**config.mk**
```make
export PLATFORM = sky130hd
export DESIGN_NAME = rlm_ctrl
export DESIGN_NICKNAME = d
export VERILOG_FILES = /design/src/rtl/core/rlm_pkg.sv /design/src/rtl/core/rlm_ctrl.sv
export VERILOG_INCLUDE_DIRS = /design/src /design/src/rtl/core
export SDC_FILE = /design/constraint.sdc
export NUM_CORES = 1
export LEC_CHECK = 0
export BUFFER_PORTS_ARGS = -buffer_cell sky130_fd_sc_hd__buf_4
export CAP_MARGIN = 20
export CORE_AREA = 5 5 42 44
export CTS_BUF_LIST = sky130_fd_sc_hd__clkbuf_8
export DETAILED_ROUTE_END_ITERATION = 16
export DIE_AREA = 0 0 47 49
export PLACE_DENSITY_LB_ADDON = 0.1
export SETUP_SLACK_MARGIN = 0.4
export SLEW_MARGIN = 20
export SYNTH_ARGS = -nofsm -noshare
export SYNTH_HDL_FRONTEND = slang
export SYNTH_SLANG_ARGS = --single-unit
export TNS_END_PERCENT = 100
```
**constraint.sdc**
```tcl
create_clock -name aclk -period 2.4 [get_ports aclk]
set_input_delay 0.36 -clock aclk [delete_from_list [all_inputs] [get_ports aclk]]
set_output_delay 0.36 -clock aclk [all_outputs]
set_load 0.03 [all_outputs]
```
**src/rtl/core/running_lower_median_core_macros.svh**
```systemverilog
// ============================================================================
// Assertion macros for the running lower median core
// Shorthand for the concurrent checks in the core's controller, rlm_ctrl.
// ============================================================================
`ifndef RUNNING_LOWER_MEDIAN_CORE_MACROS_SVH
`define RUNNING_LOWER_MEDIAN_CORE_MACROS_SVH

// Same-cycle implication, disabled while reset is asserted.
`define RLM_ASSERT_IMP(label, clk, rstn, ante, cons, msg) \
    label: assert property (@(posedge clk) disable iff (!(rstn)) (ante) |-> (cons)) \
        else $error(msg);

// Next-cycle implication, disabled while reset is asserted.
`define RLM_ASSERT_NEXT(label, clk, rstn, ante, cons, msg) \
    label: assert property (@(posedge clk) disable iff (!(rstn)) (ante) |=> (cons)) \
        else $error(msg);

`endif

```
**src/rtl/core/rlm_pkg.sv**
```systemverilog
// ============================================================================
// rlm_pkg
// Types and constants shared by the running lower median core.
// ============================================================================
`default_nettype none

package rlm_pkg;

    // Field widths of the stream payloads.
    localparam int SAMPLE_W  = 16;
    localparam int COUNT_W   = 11;
    localparam int STATUS_W  = 2;
    localparam int S_TDATA_W = 16;
    localparam int M_TDATA_W = 32;

    // Configuration register map.
    localparam int CFG_IDX_W = 2;
    localparam logic [CFG_IDX_W-1:0] CFG_LOWER_BOUND = 2'd0;
    localparam logic [CFG_IDX_W-1:0] CFG_UPPER_BOUND = 2'd1;

    // Bound values after reset.
    localparam logic signed [SAMPLE_W-1:0] LOWER_BOUND_RESET = -16'sd10000;
    localparam logic signed [SAMPLE_W-1:0] UPPER_BOUND_RESET = 16'sd10000;

    // Result status codes.
    typedef enum logic [STATUS_W-1:0] {
        ST_OK      = 2'd0,
        ST_RANGE   = 2'd1,
        ST_FULL    = 2'd2,
        ST_HALTED  = 2'd3
    } rlm_status_t;

    // Commands from the controller to the datapath.
    typedef struct packed {
        logic        load_sample;  // latch the request's sample, pos := count
        logic        rd_prev;      // read the entry below the insertion point
        logic        wr_shift;     // move the entry read up one place, pos--
        logic        wr_sample;    // write the sample at pos, count++
        logic        rd_med;       // read the lower median entry
        logic        load_out;     // load the result register
        rlm_status_t status;       // status of the result being loaded
    } rlm_cmd_t;

    // Status from the datapath to the controller.
    typedef struct packed {
        logic in_range;    // latched sample lies within the bounds
        logic full;        // store holds DEPTH samples
        logic count_zero;  // store is empty
        logic gt;          // entry just read is greater than the sample
        logic pos_one;     // insertion point is at index one
    } rlm_sts_t;

endpackage

`default_nettype wire

```
**src/rtl/core/rlm_ctrl.sv**
```systemverilog
// ============================================================================
// rlm_ctrl
// Controller: sequences range check, sorted insertion and median read-out.
// ============================================================================
`default_nettype none
`include "running_lower_median_core_macros.svh"

module rlm_ctrl (
    input  wire logic              aclk,
    input  wire logic              aresetn,
    input  wire logic              s_tvalid,
    output logic                   s_tready,
    output logic                   m_tvalid,
    input  wire logic              m_tready,
    input  wire rlm_pkg::rlm_sts_t sts,
    output rlm_pkg::rlm_cmd_t      cmd
);

    import rlm_pkg::*;

    typedef enum logic [2:0] {
        S_IDLE,
        S_CHECK,
        S_SHIFT,
        S_PLACE,
        S_MED,
        S_MEDW
    } state_t;

    state_t      state_reg,  state_next;
    logic        halted_reg, halted_next;
    logic        valid_reg,  valid_next;
    rlm_status_t status_reg, status_next;

    // Next state, commands and registered outputs.
    always_comb begin
        state_next  = state_reg;
        halted_next = halted_reg;
        valid_next  = valid_reg & ~m_tready;
        status_next = status_reg;
        cmd         = '0;
        cmd.status  = status_reg;
        case (state_reg)
            S_IDLE: begin
                if (s_tvalid) begin
                    cmd.load_sample = 1'b1;
                    state_next      = S_CHECK;
                end
            end
            S_CHECK: begin
                if (halted_reg) begin
                    status_next = ST_HALTED;
                    state_next  = S_MED;
                end else if (!sts.in_range) begin
                    halted_next = 1'b1;
                    status_next = ST_RANGE;
                    state_next  = S_MED;
                end else if (sts.full) begin
                    status_next = ST_FULL;
                    state_next  = S_MED;
                end else if (sts.count_zero) begin
                    status_next = ST_OK;
                    state_next  = S_PLACE;
                end else begin
                    status_next = ST_OK;
                    cmd.rd_prev = 1'b1;
                    state_next  = S_SHIFT;
                end
            end
            S_SHIFT: begin
                // Entry below the insertion point is in the read register.
                if (sts.gt) begin
                    cmd.wr_shift = 1'b1;
                    if (sts.pos_one) begin
                        state_next = S_PLACE;
                    end else begin
                        cmd.rd_prev = 1'b1;
                    end
                end else begin
                    cmd.wr_sample = 1'b1;
                    state_next    = S_MED;
                end
            end
            S_PLACE: begin
                cmd.wr_sample = 1'b1;
                state_next    = S_MED;
            end
            S_MED: begin
                cmd.rd_med = 1'b1;
                state_next = S_MEDW;
            end
            S_MEDW: begin
                if (!valid_reg || m_tready) begin
                    cmd.load_out = 1'b1;
                    valid_next   = 1'b1;
                    state_next   = S_IDLE;
                end
            end
            default: begin
                state_next = S_IDLE;
            end
        endcase
    end

    // State and registered outputs.
    always_ff @(posedge aclk) begin
        if (!aresetn) begin
            state_reg  <= S_IDLE;
            halted_reg <= 1'b0;
            valid_reg  <= 1'b0;
            status_reg <= ST_OK;
        end else begin
            state_reg  <= state_next;
            halted_reg <= halted_next;
            valid_reg  <= valid_next;
            status_reg <= status_next;
        end
    end

    assign s_tready = (state_reg == S_IDLE);
    assign m_tvalid = valid_reg;

    // Once halted, the block stays halted until reset.
    `RLM_ASSERT_NEXT(a_halt_sticky, aclk, aresetn, halted_reg, halted_reg,
        "halted flag cleared without reset")

    // Insertion never runs against a full store.
    `RLM_ASSERT_IMP(a_no_insert_full, aclk, aresetn,
        state_reg == S_SHIFT || state_reg == S_PLACE, !sts.full,
        "insertion started with a full store")

    // A new result never overwrites one that has not been taken.
    `RLM_ASSERT_IMP(a_no_overwrite, aclk, aresetn, cmd.load_out,
        !valid_reg || m_tready, "result register overwritten")

    // An accepted request always goes to the range check.
    `RLM_ASSERT_NEXT(a_accept_check, aclk, aresetn, s_tvalid && s_tready,
        state_reg == S_CHECK, "accepted request skipped the range check")

endmodule

`default_nettype wire

```
==> summary.txt <==
Drt
  • Routed WL: around 870 um
  • TritonRoute pass-1 iters: 3
  • Avg WL per Cell: about 11 um
  • Post-route ant nets: 0
  • Vias: 370
  • Vias/cell: around 4.7
  • Initial DRC Count: 8
  • DRC viols: 0

Placement
  • Placed Cells: 74
  • Dpl hpwl: ~670 um
  • Placer Congestion: approximately 0.71
  • # port buffers: 18

Timing
  • Setup TNS Final: 0 ps
  • Rel. slew slack: between 70% and 80%
  • Hold Vio Cnt, Final: 0
  • Peak Freq: a little over 0.5 GHz
  • Fin crit share: 80.4%
  • RSZ-0062 raised after global routing: true
  • Slew Viols, Final: 0
  • Final Setup Violations: 0
  • Tmin final: between 1500 and 2000 ps
  • Worst Skew: between 0.5 and 0.6 ps
  • Slew @ Worst Pin: a little over 300 ps

Worst hold path
  • Start point of the worst hold path: aresetn
  • WHS Endpoint: state_reg[1]
  • Worst hold path depth: 2
  • Hold Crit Class: primary input to flip-flop

Pwr
  • VDD IR max: between 0.0003 and 0.0004 V
  • Clock share of power: between 30% and 40%
  • Leakage power total: approximately 0.24 nW
  • Net switching power: about 120 uW
  • Total chip power: between 300 and 400 uW
  • Gate power share: 31.6%
  • Flop pwr share: between 30% and 40%
  • P_int: between 200 and 300 uW
  • Pwr/cell area: 693 nW/um2
  • Switch share: 29.4%

Layout
  • Largest register FFs: 3
  • Area occupied by multi-input gates: roughly 230 um2
  • Reg area: 126 um2
  • Layout cells sized above 1: 49.2%
  • Area grow syn2layout: 58.1%
  • N_diodes: 0
  • Layout Nets: between 70 and 80
  • Post-route insts no fill: a little under 80
  • Fill cells: roughly 170

GRT
  • Largest net degree at the start of global routing: 10
  • First-pass GRT wire length: ~1400 um
  • Initial antenna violation count: 0
  • Gr usage total: 7.96%
  • GRT overflow: 0
  • Number of global-route vias before repair: approximately 340

Yosys
  • Mapped Area: 362 um2
  • Synthesis Warnings: 0
  • Seq cells post-synth: 6
  • Fraction of registers with async set or reset after synthesis: 0%
  • Post-Synthesis Cells: just over 40
  • Most common flop cell mapped by yosys: dfxtp_1
  • Syn Area/Cell: ~8.8 um2
  • Post-synth EDFFs: 0
  • Syn Nets: 50
  • Netlist cell types: 24
  • Seq/Total Area, Yosys: between 30% and 40%

Clocking
  • CTS Root Buffer Type: clkbuf_8
  • Max Root-Sink Buffers: 2
  • Clock Sinks: 6
  • Clock-pin slew on the worst setup and hold paths: roughly 30 ps
  • CTS tree: built
  • H-tree depth: 1
  • Latest clock arrival within the worst-skew pair: about 210 ps
  • Number of hold buffers added after cts: 0
  • TritonCTS buffer count: 3

Floorplanning
  • Overall die width: roughly 47 um
  • Initial Utilization: roughly 26%
  • Site row count: 14
  • Die area: 2300 um2
  • Die Y: 49 um
  • Core footprint: around 1400 um2
  • IO Count: 19

Setup path
  • Critical Path RT: ~2000 ps
  • Crit-path max FO: 9
  • Crit. End Element: output port
  • Worst path cell trace: or3b_4 -> nor4b_4 -> inv_1 -> o21ai_1 -> buf_4
  • Crit path largest cell delay: between 400 and 500 ps
  • Reg2reg path depth: 5
  • Critical Path Start: state_reg[0]
  • Slowest CP cell: or3b_4
  • Setup CP Type: flip-flop to output port
  • Reg2reg start: state_reg[0]
  • CP arrival: 1570 ps
  • Startpoint Class: flip-flop
  • R2r setup slk: 980 ps
  • R2R Path End: state_reg[0]

Flow run
  • Max cap viols: 0

Outcome
  • Run status: finished clean
[timing repair]
item                                   in CTS  in global routing
setup buffers                               2                  0
setup endpoints to repair                   1                  1
resized for setup                           1                  3
pin swaps                                   2                  0
gates cloned                                0                  0
endpoints found under the hold margin       0                  0
[synthesized netlist by cell type (2+ instances only)]
cell type	count	area [um2]
nor2_1	4	15.0
o21a_1	2	15.0
o21ai_0	2	10.0
nor3b_1	2	15.0
dfxtp_1	6	120
a21oi_1	5	25.0
nor2b_1	2	12.5
nand2b_1	2	12.5
[cells by family (layout without fill, tap and decap cells)]
family                 Yosys count  count (layout)  synth area share [%]
AO/OA/AOI/OAI                   12              12                  20.4
AND/OR/NAND/NOR                 21              21                  43.2
buffers and inverters            2              24                  3.11
flip-flops                       6               6                  33.2
[through the flow]
stage / utilization (%) / instance area, um2 / setup slack (ps) / hold WS, ps
4_1_cts: 40.4 / 567 / 425 / 417
2_1_floorplan: - / 362 / 408 / 475
3_5_place_dp: 36.3 / 509 / 487 / 516
5_1_grt: 40.8 / 572 / 368 / 416
6_report: 40.8 / 572 / 469 / 410
3_3_place_gp: 36.3 / 509 / 498 / 525
[cells in the final DEF, fill, tap and decap left out, drive strengths merged]
cell,synthesis,final
and2,1,1
or3b,1,1
clkbuf,0,3
buf,1,20
o21a,2,2
a21oi,5,5
a21boi,1,1
nor3,1,1
nand3b,1,1
nor3b,2,2
nand2,1,1
or2b,1,1
nor2,4,4
o41a,1,1
dfxtp,6,6
nor2b,2,2
o21ai,3,3
or4,1,1
inv,1,1
nand2b,2,2
and2b,1,1
and4bb,1,1
nor4b,1,1
nand4,1,1
[per-layer routing]
layer / global-route usage [%] / routed length [um]
met5: 0 / 0
met4: 4.15 / 0
met3: 1.48 / 67
met2: 10.4 / 375
met1: 11.9 / 422
[how the worst max path moves through the flow]
stage | end | slack (ps) | cells past startpoint
2_1_floorplan | cmd[6] | 410 | 4
3_3_place_gp | cmd[6] | 500 | 5
3_5_place_dp | cmd[6] | 490 | 5
4_1_cts | cmd[6] | 420 | 5
5_1_grt | cmd[6] | 370 | 5
6_report | cmd[6] | 470 | 5
[layout make-up]
cell class	instances	share of cell area, %
clock buffers	3	7.22
inverters	1	0.656
flip-flops and latches	6	22.1
multi-input cells	33	40.3
repair buffers	20	26.3
well taps	16	3.50
[power by group through the flow]
stage | Sequential (mW) | Combinational (mW) | Clock, mW
6_report | 0.128 | 0.125 | 0.143
5_1_grt | 0.130 | 0.136 | 0.153
4_1_cts | 0.126 | 0.126 | 0.146
3_5_place_dp | 0.127 | 0.120 | 0
3_3_place_gp | 0.127 | 0.121 | 0
2_1_floorplan | 0.127 | 0.0764 | 0
[worst max-delay path: cells and delay by family, from the launching register on]
kind                   cells  cell delay (ps)
AOI/OAI and AO/OA          1              110
buffers and inverters      2              230
DFF                        1              370
and+or+nand+nor            2              650
Note: power is estimated with default switching activity, not from simulation.
